**src/rtl/hrhs_pkg.sv**
```systemverilog
package hrhs_pkg;

    // Status line parse position; literal positions first, then scanf fields
    typedef enum logic [3:0] {
        PS_LIT0     = 4'd0,
        PS_LIT1     = 4'd1,
        PS_LIT2     = 4'd2,
        PS_LIT3     = 4'd3,
        PS_LIT4     = 4'd4,
        PS_LIT5     = 4'd5,
        PS_LIT6     = 4'd6,
        PS_SKIP_WS  = 4'd7,
        PS_SKIP_SGN = 4'd8,
        PS_SKIP_DIG = 4'd9,
        PS_CODE_WS  = 4'd10,
        PS_CODE_SGN = 4'd11,
        PS_CODE_DIG = 4'd12,
        PS_DONE     = 4'd13,
        PS_FAIL     = 4'd15
    } parse_step_t;

    localparam logic [15:0] HDR_LIMIT_RST = 16'd511;
    localparam logic [15:0] STATUS_LO     = 16'd200;
    localparam logic [15:0] STATUS_HI     = 16'd300;
    localparam logic [15:0] MIN_HDR_BYTES = 16'd4;
    localparam logic [23:0] TAIL_CRLFCR   = 24'h0D0A0D;
    localparam logic [7:0]  CH_LF         = 8'h0A;
    localparam logic [7:0]  CH_SPACE      = 8'h20;
    localparam logic [7:0]  CH_TAB        = 8'h09;
    localparam logic [7:0]  CH_CR         = 8'h0D;
    localparam logic [7:0]  CH_PLUS       = 8'h2B;
    localparam logic [7:0]  CH_MINUS      = 8'h2D;
    localparam logic [7:0]  CH_ZERO       = 8'h30;
    localparam logic [7:0]  CH_NINE       = 8'h39;

    // Expected character of "HTTP/1." at a literal position
    function automatic logic [7:0] lit_char(input logic [2:0] pos);
        logic [7:0] ch;
        case (pos)
            3'd0:    ch = 8'h48; // H
            3'd1:    ch = 8'h54; // T
            3'd2:    ch = 8'h54; // T
            3'd3:    ch = 8'h50; // P
            3'd4:    ch = 8'h2F; // /
            3'd5:    ch = 8'h31; // 1
            3'd6:    ch = 8'h2E; // .
            default: ch = 8'h00;
        endcase
        return ch;
    endfunction

endpackage

```
**src/rtl/http_response_header_splitter_unit.sv**
```systemverilog
// HTTP response header splitter.
//
// Input stream (s_): one response byte per transfer. s_tdata holds the byte,
// s_tlast marks the final byte of a delivered segment, s_tuser = 1 is a start
// command that clears all parse state (its result is all zeros).
// Output stream (m_): exactly one result transfer per input transfer, in order.
// Header bytes are counted and scanned for CR LF CR LF while the status line
// is parsed; the status is committed at the terminator. Once the header limit
// (cfg_wr_en / cfg_wr_data, reset 511) is reached, body mode is forced and
// that byte is dropped. Body bytes pass through with m_tuser = 1.
// Throughput: one transfer per cycle while the receiver takes results, bounded
// by the combinational state update (multiply-by-ten accumulate and window
// compare). Each input transfer passes the input register, then the result register.
// Reset (aresetn low, synchronous) empties both registers and clears the
// parse state; the header limit returns to 511.
// When the receiver stalls, the result register holds, the input register
// fills, and s_tready drops until the result is taken.
module http_response_header_splitter_unit (
    input  logic        aclk,
    input  logic        aresetn,
    input  logic        s_tvalid,
    output logic        s_tready,
    input  logic [7:0]  s_tdata,   // [7:0] data_byte
    input  logic        s_tlast,   // last_in_chunk
    input  logic        s_tuser,   // func
    output logic        m_tvalid,
    input  logic        m_tready,
    output logic [31:0] m_tdata,   // [7:0] body_byte, [8] headers_done,
                                   // [9] header_end_now, [25:10] status_code,
                                   // [26] status_error, [27] chunk_had_body
    output logic        m_tuser,   // body_valid
    input  logic        cfg_wr_en,
    input  logic [15:0] cfg_wr_data
);
    import hrhs_pkg::*;

    // input register
    logic        in_valid_reg;
    logic        in_func_reg;
    logic [7:0]  in_byte_reg;
    logic        in_last_reg;

    // result register
    logic        out_valid_reg;
    logic [31:0] out_data_reg,  out_data_next;
    logic        out_body_reg,  out_body_next;

    // config
    logic [15:0] hdr_limit_reg;

    // parse state
    logic        body_phase_reg,   body_phase_next;
    logic [15:0] hdr_count_reg,    hdr_count_next;
    logic [23:0] tail_reg,         tail_next;
    parse_step_t step_reg,         step_next;
    logic [15:0] accum_reg,        accum_next;
    logic        neg_reg,          neg_next;
    logic [15:0] status_reg,       status_next;
    logic        chunk_act_reg,    chunk_act_next;

    logic        advance;
    logic        s_xfer;

    // byte classes
    logic        c_ws, c_dig, c_sgn;
    logic [15:0] accum_x10;
    logic        hdr_byte;   // byte goes through header handling
    logic        term_hit;
    logic        end_now;
    logic        had_body;
    logic        status_err;

    // stage 1 moves into the result register when that is empty or drained
    assign advance  = in_valid_reg && (!out_valid_reg || m_tready);
    assign s_tready = !in_valid_reg || advance;
    assign s_xfer   = s_tvalid && s_tready;

    assign c_ws  = (in_byte_reg == CH_SPACE) ||
                   ((in_byte_reg >= CH_TAB) && (in_byte_reg <= CH_CR));
    assign c_dig = (in_byte_reg >= CH_ZERO) && (in_byte_reg <= CH_NINE);
    assign c_sgn = (in_byte_reg == CH_PLUS) || (in_byte_reg == CH_MINUS);

    // acc*10 + digit, modulo 2^16
    assign accum_x10 = {accum_reg[12:0], 3'b000} + {accum_reg[14:0], 1'b0}
                     + {12'd0, in_byte_reg[3:0]};

    assign hdr_byte = !body_phase_reg && (hdr_count_reg < hdr_limit_reg);

    // status line parser next state
    always_comb begin
        step_next  = step_reg;
        accum_next = accum_reg;
        neg_next   = neg_reg;
        case (step_reg)
            PS_LIT0, PS_LIT1, PS_LIT2, PS_LIT3, PS_LIT4, PS_LIT5, PS_LIT6: begin
                if (in_byte_reg == lit_char(step_reg[2:0])) begin
                    step_next = parse_step_t'(step_reg + 4'd1);
                end else begin
                    step_next = PS_FAIL;
                end
            end
            PS_SKIP_WS: begin
                if (c_ws) begin
                    step_next = PS_SKIP_WS;
                end else if (c_sgn) begin
                    step_next = PS_SKIP_SGN;
                end else if (c_dig) begin
                    step_next = PS_SKIP_DIG;
                end else begin
                    step_next = PS_FAIL;
                end
            end
            PS_SKIP_SGN: begin
                step_next = c_dig ? PS_SKIP_DIG : PS_FAIL;
            end
            PS_SKIP_DIG, PS_CODE_WS: begin
                if (c_dig) begin
                    if (step_reg == PS_CODE_WS) begin
                        accum_next = {12'd0, in_byte_reg[3:0]};
                        step_next  = PS_CODE_DIG;
                    end
                end else if (c_ws) begin
                    step_next = PS_CODE_WS;
                end else if (c_sgn) begin
                    neg_next  = (in_byte_reg == CH_MINUS);
                    step_next = PS_CODE_SGN;
                end else begin
                    step_next = PS_FAIL;
                end
            end
            PS_CODE_SGN: begin
                if (c_dig) begin
                    accum_next = {12'd0, in_byte_reg[3:0]};
                    step_next  = PS_CODE_DIG;
                end else begin
                    step_next = PS_FAIL;
                end
            end
            PS_CODE_DIG: begin
                if (c_dig) begin
                    accum_next = accum_x10;
                end else begin
                    step_next = PS_DONE;
                end
            end
            default: begin
                step_next = step_reg;
            end
        endcase
    end

    // header/body tracking
    assign hdr_count_next = hdr_count_reg + 16'd1;
    assign tail_next      = {tail_reg[15:0], in_byte_reg};
    assign term_hit       = (hdr_count_next >= MIN_HDR_BYTES) &&
                            (tail_reg == TAIL_CRLFCR) && (in_byte_reg == CH_LF);

    always_comb begin
        body_phase_next = body_phase_reg;
        status_next     = status_reg;
        end_now         = 1'b0;
        if (!body_phase_reg) begin
            if (hdr_byte) begin
                if (term_hit) begin
                    if ((step_next == PS_CODE_DIG) || (step_next == PS_DONE)) begin
                        status_next = neg_next ? (~accum_next + 16'd1) : accum_next;
                    end
                    body_phase_next = 1'b1;
                    end_now         = 1'b1;
                end
            end else begin
                // limit reached: force body mode, drop this byte
                body_phase_next = 1'b1;
                end_now         = 1'b1;
            end
        end
    end

    assign had_body       = in_last_reg && (chunk_act_reg || body_phase_reg);
    assign chunk_act_next = in_last_reg ? 1'b0 : (chunk_act_reg || body_phase_reg);
    assign status_err     = (status_next != 16'd0) &&
                            ((status_next < STATUS_LO) || (status_next >= STATUS_HI));

    // result fields
    always_comb begin
        out_body_next = 1'b0;
        out_data_next = 32'd0;
        if (!in_func_reg) begin
            out_body_next        = body_phase_reg;
            out_data_next[7:0]   = body_phase_reg ? in_byte_reg : 8'd0;
            out_data_next[8]     = body_phase_next;
            out_data_next[9]     = end_now;
            out_data_next[25:10] = status_next;
            out_data_next[26]    = status_err;
            out_data_next[27]    = had_body;
        end
    end

    always_ff @(posedge aclk) begin
        if (!aresetn) begin
            hdr_limit_reg <= HDR_LIMIT_RST;
        end else if (cfg_wr_en) begin
            hdr_limit_reg <= cfg_wr_data;
        end
    end

    // input register
    always_ff @(posedge aclk) begin
        if (!aresetn) begin
            in_valid_reg <= 1'b0;
        end else if (s_xfer) begin
            in_valid_reg <= 1'b1;
        end else if (advance) begin
            in_valid_reg <= 1'b0;
        end
    end

    always_ff @(posedge aclk) begin
        if (s_xfer) begin
            in_func_reg <= s_tuser;
            in_byte_reg <= s_tdata;
            in_last_reg <= s_tlast;
        end
    end

    // result register
    always_ff @(posedge aclk) begin
        if (!aresetn) begin
            out_valid_reg <= 1'b0;
        end else if (advance) begin
            out_valid_reg <= 1'b1;
        end else if (m_tready) begin
            out_valid_reg <= 1'b0;
        end
    end

    always_ff @(posedge aclk) begin
        if (advance) begin
            out_data_reg <= out_data_next;
            out_body_reg <= out_body_next;
        end
    end

    // parse state, updated as each item enters the result register
    always_ff @(posedge aclk) begin
        if (!aresetn) begin
            body_phase_reg <= 1'b0;
            hdr_count_reg  <= 16'd0;
            tail_reg       <= 24'd0;
            step_reg       <= PS_LIT0;
            accum_reg      <= 16'd0;
            neg_reg        <= 1'b0;
            status_reg     <= 16'd0;
            chunk_act_reg  <= 1'b0;
        end else if (advance) begin
            if (in_func_reg) begin
                body_phase_reg <= 1'b0;
                hdr_count_reg  <= 16'd0;
                tail_reg       <= 24'd0;
                step_reg       <= PS_LIT0;
                accum_reg      <= 16'd0;
                neg_reg        <= 1'b0;
                status_reg     <= 16'd0;
                chunk_act_reg  <= 1'b0;
            end else begin
                body_phase_reg <= body_phase_next;
                status_reg     <= status_next;
                chunk_act_reg  <= chunk_act_next;
                if (hdr_byte) begin
                    hdr_count_reg <= hdr_count_next;
                    tail_reg      <= tail_next;
                    step_reg      <= step_next;
                    accum_reg     <= accum_next;
                    neg_reg       <= neg_next;
                end
            end
        end
    end

    assign m_tvalid = out_valid_reg;
    assign m_tdata  = out_data_reg;
    assign m_tuser  = out_body_reg;

    // body bytes only after the header phase has ended
    a_body_after_hdr: assert property (@(posedge aclk) disable iff (!aresetn)
        m_tvalid && m_tuser |-> m_tdata[8])
        else $error("body byte before header end");

    // end-of-header strobe implies body phase entered
    a_end_sets_done: assert property (@(posedge aclk) disable iff (!aresetn)
        m_tvalid && m_tdata[9] |-> m_tdata[8])
        else $error("header end without headers_done");

    // error flag only for a nonzero status
    a_err_nonzero: assert property (@(posedge aclk) disable iff (!aresetn)
        m_tvalid && m_tdata[26] |-> (m_tdata[25:10] != 16'd0))
        else $error("status_error with zero status");

    // body phase leaves only through a start command
    a_body_sticky: assert property (@(posedge aclk) disable iff (!aresetn)
        $fell(body_phase_reg) |-> $past(advance && in_func_reg))
        else $error("body phase dropped without start");

    // a held input item stays put until it moves on
    a_in_hold: assert property (@(posedge aclk) disable iff (!aresetn)
        in_valid_reg && !advance |=> in_valid_reg && $stable(in_byte_reg))
        else $error("stalled input item lost");

endmodule

```
**config.mk**
```make
export PLATFORM = sky130hd
export DESIGN_NAME = http_response_header_splitter_unit
export DESIGN_NICKNAME = d
export VERILOG_FILES = /design/src/rtl/hrhs_pkg.sv /design/src/rtl/http_response_header_splitter_unit.sv
export SDC_FILE = /design/constraint.sdc
export NUM_CORES = 1
export LEC_CHECK = 0
export ABC_CLOCK_PERIOD_IN_PS = 4850
export BUFFER_PORTS_ARGS = -buffer_cell sky130_fd_sc_hd__buf_2
export CAP_MARGIN = 10
export CORE_MARGIN = 8
export CORE_UTILIZATION = 61
export DETAILED_ROUTE_END_ITERATION = 6
export GPL_TIMING_DRIVEN = 0
export PLACE_DENSITY = 0.81
export SLEW_MARGIN = 30
export SYNTH_ARGS = -nofsm -noshare
export SYNTH_HDL_FRONTEND = slang
export SYNTH_SLANG_ARGS = --single-unit
```
**constraint.sdc**
```tcl
create_clock -name aclk -period 4.85 [get_ports aclk]
set_input_delay 0.7275 -clock aclk [delete_from_list [all_inputs] [get_ports aclk]]
set_output_delay 0.7275 -clock aclk [all_outputs]
set_load 0.1 [all_outputs]
```
== After elaboration in Yosys (flattened, before gate mapping) ==
Cells that the tools add are included.

* Flip-flop bits (word level): 136
* Word-level logic and storage cells: 138

* Add/sub/neg operators: 5
* Bitwise gates (word level): 2
* Equality and inequality tests: 26
* Reduce and logical (&&, ||, !) cells: 31
* $lt $le $gt $ge: 8
* Mux-type cells: 48

{| class="wikitable"
|+ Operators by type and width
! operator !! number
|-
| 2-to-1 mux 16 bit || 14
|-
| 2-to-1 mux 24 bit || 2
|-
| case mux 16 bit (3 select lines) || 1
|-
| case mux 7 bit (6 select lines) || 1
|-
| adder 16 x 1 -> 16 bit, second input constant || 2
|-
| equality test 4 bit, second input constant || 7
|-
| 2-to-1 mux 4 bit || 7
|-
| equality test 24 x 20 -> 1 bit, second input constant || 1
|-
| equality test 8 x 6 -> 1 bit, second input constant || 3
|-
| case mux 4 bit (6 select lines) || 1
|-
| adder 16 bit || 1
|-
| adder 16 x 4 -> 16 bit || 1
|-
| equality test 4 x 3 -> 1 bit, second input constant || 4
|-
| >= comparator 16 x 3 -> 1 bit, second input constant || 1
|-
| >= comparator 16 x 9 -> 1 bit, second input constant || 1
|-
| less-than comparator 16 bit || 1
|-
| less-than comparator 16 x 8 -> 1 bit, second input constant || 1
|-
| 2-to-1 mux 1 bit || 16
|-
| inverter 16 bit || 1
|-
| nonzero test 16 bit || 1
|-
| 2-to-1 mux 3 bit || 4
|-
| equality test 3 bit, second input constant || 3
|-
| logical AND 1 bit || 9
|-
| equality test 4 x 2 -> 1 bit, second input constant || 2
|-
| 21 further kinds || 35
|}

== Longest topological paths before layout ==
* Depth in word-level cells: 16
* Gate-level depth with buffers: 16
* Gate-level depth less buffers: 16

== Worst setup path before layout ==
No wires, ideal clock.

* Path kind: register to register
* From: reg in_byte_reg[3]
* To: reg out_data_reg[26] (netlist: m_tdata[26]), data pin
* Period minus slack after synthesis: 4.277 ns
* Arrival: 4.002 ns
* Cell stages (with the launch flop): 16
* Setup time: 0.275 ns
* Path slack: 0.573 ns
* Cells stage by stage: edfxtp_1 > clkbuf_1 > inv_1 > fa_1 > inv_1 > fa_1 > a211oi_1 > o21ai_0 > a21oi_1 > o31ai_1 > nor4_1 > a21oi_1 > xnor2_1 > or3_1 > o21ai_1 > a41oi_1

* Longest elaborated chain between the ends: 15
* Elaborated cells between the ends (all ways): 49

{| class="wikitable"
|+ Ends and longest elaborated chain
! element !! RTL line !! source
|-
| start, declared || http_response_header_splitter_unit.sv:40 || <nowiki>logic [7:0] in_byte_reg;</nowiki>
|-
| start signal, assigned || http_response_header_splitter_unit.sv:221 || <nowiki>in_byte_reg <= s_tdata;</nowiki>
|-
| branches (longest 9 deep; another with adder 16 x 4 -> 16 bit) || n/a ||
|-
| 2-to-1 mux 16 bit * || http_response_header_splitter_unit.sv:164 || <nowiki>if (term_hit) begin</nowiki>
|-
| 2-to-1 mux 16 bit * || http_response_header_splitter_unit.sv:163 || <nowiki>if (hdr_byte) begin</nowiki>
|-
| 2-to-1 mux 16 bit * || http_response_header_splitter_unit.sv:162 || <nowiki>if (!body_phase_reg) begin</nowiki>
|-
| less-than comparator 16 x 8 -> 1 bit / >= comparator 16 x 9 -> 1 bit (equally long branches) || http_response_header_splitter_unit.sv:182 || <nowiki>((status_next < STATUS_LO) || (status_next >= STATUS_HI));</nowiki>
|-
| logical OR 1 bit || http_response_header_splitter_unit.sv:182 ||
|-
| logical AND 1 bit * || http_response_header_splitter_unit.sv:181 || <nowiki>assign status_err = (status_next != 16'd0) &&</nowiki>
|-
| end signal, assigned || http_response_header_splitter_unit.sv:239 || <nowiki>out_data_reg <= out_data_next;</nowiki>
|-
| end, declared || http_response_header_splitter_unit.sv:45 || <nowiki>logic [31:0] out_data_reg, out_data_next;</nowiki>
|}

Mark *: on every way between the ends.
A chain may end at the register's enable or synchronous reset.

== Final worst setup path ==
* From: reg step_reg[2]
* To: reg out_data_reg[26] (netlist: m_tdata[26]), data pin

* Longest elaborated chain between the ends: 16
* Elaborated cells between the ends (all ways): 51

{| class="wikitable"
|+ Ends and longest elaborated chain
! element !! RTL line !! source
|-
| start, declared || http_response_header_splitter_unit.sv:55 || <nowiki>parse_step_t step_reg, step_next;</nowiki>
|-
| start signal, assigned || http_response_header_splitter_unit.sv:272 || <nowiki>step_reg <= step_next;</nowiki>
|-
| equality test 3 x 2 -> 1 bit / equality test 3 x 1 -> 1 bit (equally long branches) || hrhs_pkg.sv:39 || <nowiki>case (pos)</nowiki>
|-
| OR reduction 2 bit (no source line) || n/a ||
|-
| case mux 7 bit (6 select lines) || hrhs_pkg.sv:39 ||
|-
| 2-to-1 mux 8 bit || http_response_header_splitter_unit.sv:94 || <nowiki>case (step_reg)</nowiki>
|-
| equality test 8 bit || http_response_header_splitter_unit.sv:96 || <nowiki>if (in_byte_reg == lit_char(step_reg[2:0])) begin</nowiki>
|-
| 2-to-1 mux 4 bit || http_response_header_splitter_unit.sv:96 ||
|-
| case mux 4 bit (6 select lines) || http_response_header_splitter_unit.sv:94 ||
|-
| equality test 4 bit || http_response_header_splitter_unit.sv:165 || <nowiki>if ((step_next == PS_CODE_DIG) || (step_next == PS_DONE)) begin</nowiki>
|-
| logical OR 1 bit || http_response_header_splitter_unit.sv:165 ||
|-
| 2-to-1 mux 16 bit * || http_response_header_splitter_unit.sv:165 ||
|-
| 2-to-1 mux 16 bit * || http_response_header_splitter_unit.sv:164 ||
|-
| 2-to-1 mux 16 bit * || http_response_header_splitter_unit.sv:163 ||
|-
| 2-to-1 mux 16 bit * || http_response_header_splitter_unit.sv:162 ||
|-
| less-than comparator 16 x 8 -> 1 bit / >= comparator 16 x 9 -> 1 bit (equally long branches) || http_response_header_splitter_unit.sv:182 ||
|-
| logical OR 1 bit || http_response_header_splitter_unit.sv:182 ||
|-
| logical AND 1 bit * || http_response_header_splitter_unit.sv:181 ||
|}

Mark *: on every way between the ends. The rest lies on a longest branch, timed or not. The select of a mux whose other input is x is not followed.

==> metrics.txt <==
worst slew margin relative to its limit 0.3009; share of flip-flops with an asynchronous set or reset after synthesis 0; status finished, final reports clean; first-pass GRT wire length 38.86 mm; number of nets with antenna violations after routing 0; Die W 135.0 um; worst-path maximum fanout 10; post-route met1 wirelength roughly 11 mm; clock sinks 136; via count of the first global-routing pass 7505; max FFs per register 28; number of DRC violations after detailed-routing iteration 0 1038; Post-synth top flop dfxtp_1; TritonCTS clock tree built; R2R Path Start step_reg[2]$_SDFFE_PN0P_; Static Leak around 3.8 nW; aggregate routed wire length 23.96 mm; NetSw ~0.78 mW; switching share of total power 0.2853; Combinational Power Share 0.119; IR drop worst, VDD 0.2730 mV; r2r endpoint m_tdata[26]$_SDFFCE_PP0P_; Placer Congestion 0.9727; hold_sp status_reg[14]$_SDFFE_PN0P_; number of antenna violations at the first check in global routing 0; total internal power 1.955 mW; top-level port count 66; count of distinct cell types in the synthesized netlist 83; DR WL/cell approximately 19 um; Detailed Routing Iterations Pass 1 6; DRC errors left 0; arrival time reported for the critical path endpoint 4.72 ns; clock transition at the registers of the reported paths ~0.06 ns; effective utilization at floorplan 0.6220; Max Clock Freq approximately 220 MHz; Avg Vias per Cell between 6 and 7; Final Cycle Share 0.9448; length of routed met2 wiring 10.75 mm; Longest Clk Path Bufs 2; endpoint of the worst hold-timing path status_reg[14]$_SDFFE_PN0P_; final number of max-transition violations 0; cell at the root of the clock tree clkbuf_16; Port Buffers a little under 60; Ant. Diodes 0; Synth Cell Area 8633 um2; number of cells on the worst hold path 2; Crit path required time about 5 ns; most common cell after layout, fill and taps aside nand2_1; vias after detailed routing around 8100; die footprint ~18000 um2; total routing usage reported by global routing 0.2630; uppermost layer routed met4; Pwr Total 2.735 mW; R2R Setup Slk 0.27 ns; fin worst setup slack 0.2679 ns; placeable core region about 14000 um2; crit path launch type flop; ratio of cells with drive above 1 in the final layout 0.1170; Worst Max-Slew Pin Slew ~1.0 ns; minimum clock period after layout 4.582 ns; H-tree levels 4; Cell Pwr Density around 280 nW/um2; Max Cap Violations 0; share of total power in sequential cells 0.445; commonest cells after routing, fill and taps aside 100 x nand2_1, 97 x dfxtp_1, 74 x nor2_1, 62 x nor2b_1, 59 x buf_2; Die H 135.0 um; sum of overflow across all layers after global routing 0; Critical Path Sink Type flop; class of the worst hold path reg2reg; average size of a mapped cell 8.573 um2; std cell rows 43; clock network fraction of total power 0.436; share of the core filled with cells 0.7029; number of flops mapped to enable cells by yosys 39; number of nets at the end of the flow roughly 1200; count of yosys warnings during synthesis 0; portion of the post-synthesis area used by sequential elements 0.3606; clock latency reported for the late side of the worst-skew pair 0.43 ns; flop and latch count out of synthesis 136; placed wire-length estimate 17.16 mm; met3 wirelength from detailed routing 1.931 mm; pin count of the biggest net entering global routing 39; Final Hold Fails 0; area grow syn2layout 13.01%; number of buffers created by CTS 17; cell count of the worst reg-to-reg path 14; Layout Skew ~0.01 ns; RSZ-0062 raised after global routing no; setup violators final 0; setup slack at placement -0.2535 ns; Synth Instances a little over 1000; kind of critical path reg2reg
metrics by stage:
stage / instances / area (um2) / TNS [ns] / hold slack, ns
finish: 1283 / 9757 / 0 / 0.4499
global route: 1283 / 9757 / 0 / 0.4652
CTS: 1281 / 9719 / 0 / 0.4532
detailed placement: 1249 / 9165 / -0.3012 / 0.4456
global placement: 1249 / 9165 / -0.2291 / 0.4341
floorplan: 1010 / 8645 / 0 / 0.4262
final cells by class:
type / instances / area [um2]
buffer: 60 / 261.5
clock buffer: 18 / 439.2
clock inverter: 14 / 97.59
fill: 1069 / 4124
inverter: 33 / 123.9
multi-input combinational: 780 / 5179
sequential: 136 / 3113
tap: 180 / 225.2
timing repair buffer: 62 / 317.8
timing repair:
| action | in CTS | in global routing |
|---|---|---|
| buffers inserted | 0 | 3 |
| hold buffers | 0 | 0 |
| pin swaps | 0 | 0 |
| endpoints found under the hold margin | 0 | 0 |
| setup endpoints to repair | 3 | 3 |
| resized for setup | 3 | 6 |
logic make-up (layout without fill, tap and decap cells):
logic type / count (synthesis) / in the layout / share of synthesized area
buffers and inverters: 94 / 187 / 0.04478
muxes: 28 / 28 / 0.03348
xor gates and xnor gates: 20 / 20 / 0.02029
AOI/OAI and AO/OA: 283 / 283 / 0.2268
and+or+nand+nor: 394 / 394 / 0.2380
adders and majority gates: 51 / 51 / 0.07565
other: 1 / 4 / 0.0004344
DFF: 136 / 136 / 0.3606
worst max-delay path by stage:
stage / startpoint / to / slack, ns
2_1_floorplan: in_byte_reg[3]$_DFFE_PP_ / m_tdata[26]$_SDFFCE_PP0P_ / 0.57
3_3_place_gp: in_byte_reg[3]$_DFFE_PP_ / m_tdata[26]$_SDFFCE_PP0P_ / -0.23
3_5_place_dp: in_byte_reg[3]$_DFFE_PP_ / m_tdata[26]$_SDFFCE_PP0P_ / -0.25
4_1_cts: in_byte_reg[3]$_DFFE_PP_ / m_tdata[26]$_SDFFCE_PP0P_ / 0.10
5_1_grt: step_reg[2]$_SDFFE_PN0P_ / m_tdata[26]$_SDFFCE_PP0P_ / 0.008
6_report: step_reg[2]$_SDFFE_PN0P_ / m_tdata[26]$_SDFFCE_PP0P_ / 0.27
power groups by stage:
stage / clock (mW) / combinational, mW / sequential (mW)
floorplan: 0 / 0.168 / 1.31
global placement: 0 / 0.313 / 1.24
detailed placement: 0 / 0.316 / 1.24
CTS: 1.19 / 0.319 / 1.22
global route: 1.25 / 0.346 / 1.22
finish: 1.19 / 0.325 / 1.22
critical path, cell delays in order (launching register included):
cell,delay [ns]
dfxtp_1,0.51
clkbuf_1,0.38
buf_1,0.40
inv_1,0.12
ha_1,0.23
a2111oi_0,0.42
a2bb2oi_1,0.23
xnor2_1,0.12
or4_4,0.52
a211oi_2,0.22
nand4_1,0.24
buf_6,0.24
or3_1,0.38
o21ai_1,0.15
a41oi_1,0.14
synthesized netlist by cell type, types with 4 or more instances:
cell type / number / area, um2
a41oi_1: 5 / 43.79
a21o_1: 7 / 52.55
or2_2: 7 / 43.79
mux2i_1: 24 / 240.2
nand3_1: 19 / 95.09
nand4_1: 10 / 62.56
o32ai_1: 5 / 43.79
inv_1: 32 / 120.1
o21ai_0: 54 / 270.3
ha_1: 49 / 613.1
or3_1: 13 / 81.33
nor3_1: 26 / 130.1
xor2_1: 5 / 43.79
o211ai_1: 18 / 135.1
or4_1: 8 / 60.06
nor4_1: 8 / 50.05
nor4b_1: 4 / 35.03
nand2b_1: 5 / 31.28
a21boi_0: 12 / 90.09
buf_4: 5 / 37.54
nand2_1: 100 / 375.4
a2111oi_0: 5 / 43.79
clkbuf_1: 50 / 187.7
a31oi_1: 4 / 25.02
edfxtp_1: 39 / 1171
buf_1: 4 / 15.01
o31ai_1: 12 / 90.09
nor2_1: 74 / 277.8
o21a_1: 6 / 45.04
and2_1: 30 / 187.7
a21oi_1: 50 / 250.2
o22ai_1: 4 / 25.02
o211a_1: 4 / 40.04
xnor2_1: 15 / 131.4
nand3b_1: 4 / 30.03
o2bb2ai_1: 5 / 43.79
a21boi_1: 8 / 60.06
and4_1: 4 / 35.03
dfxtp_1: 97 / 1942
a22oi_1: 38 / 285.3
a211oi_1: 10 / 75.07
and3_1: 4 / 25.02
nor2b_1: 62 / 387.9
metal layers:
metal	vias to the layer above	global-route usage
li1	3865	-
met1	3805	0.3546
met2	412	0.4100
met3	65	0.04903
met4	0	0.09685
met5	-	0
No activity file was read; power rests on OpenSTA's default activity.
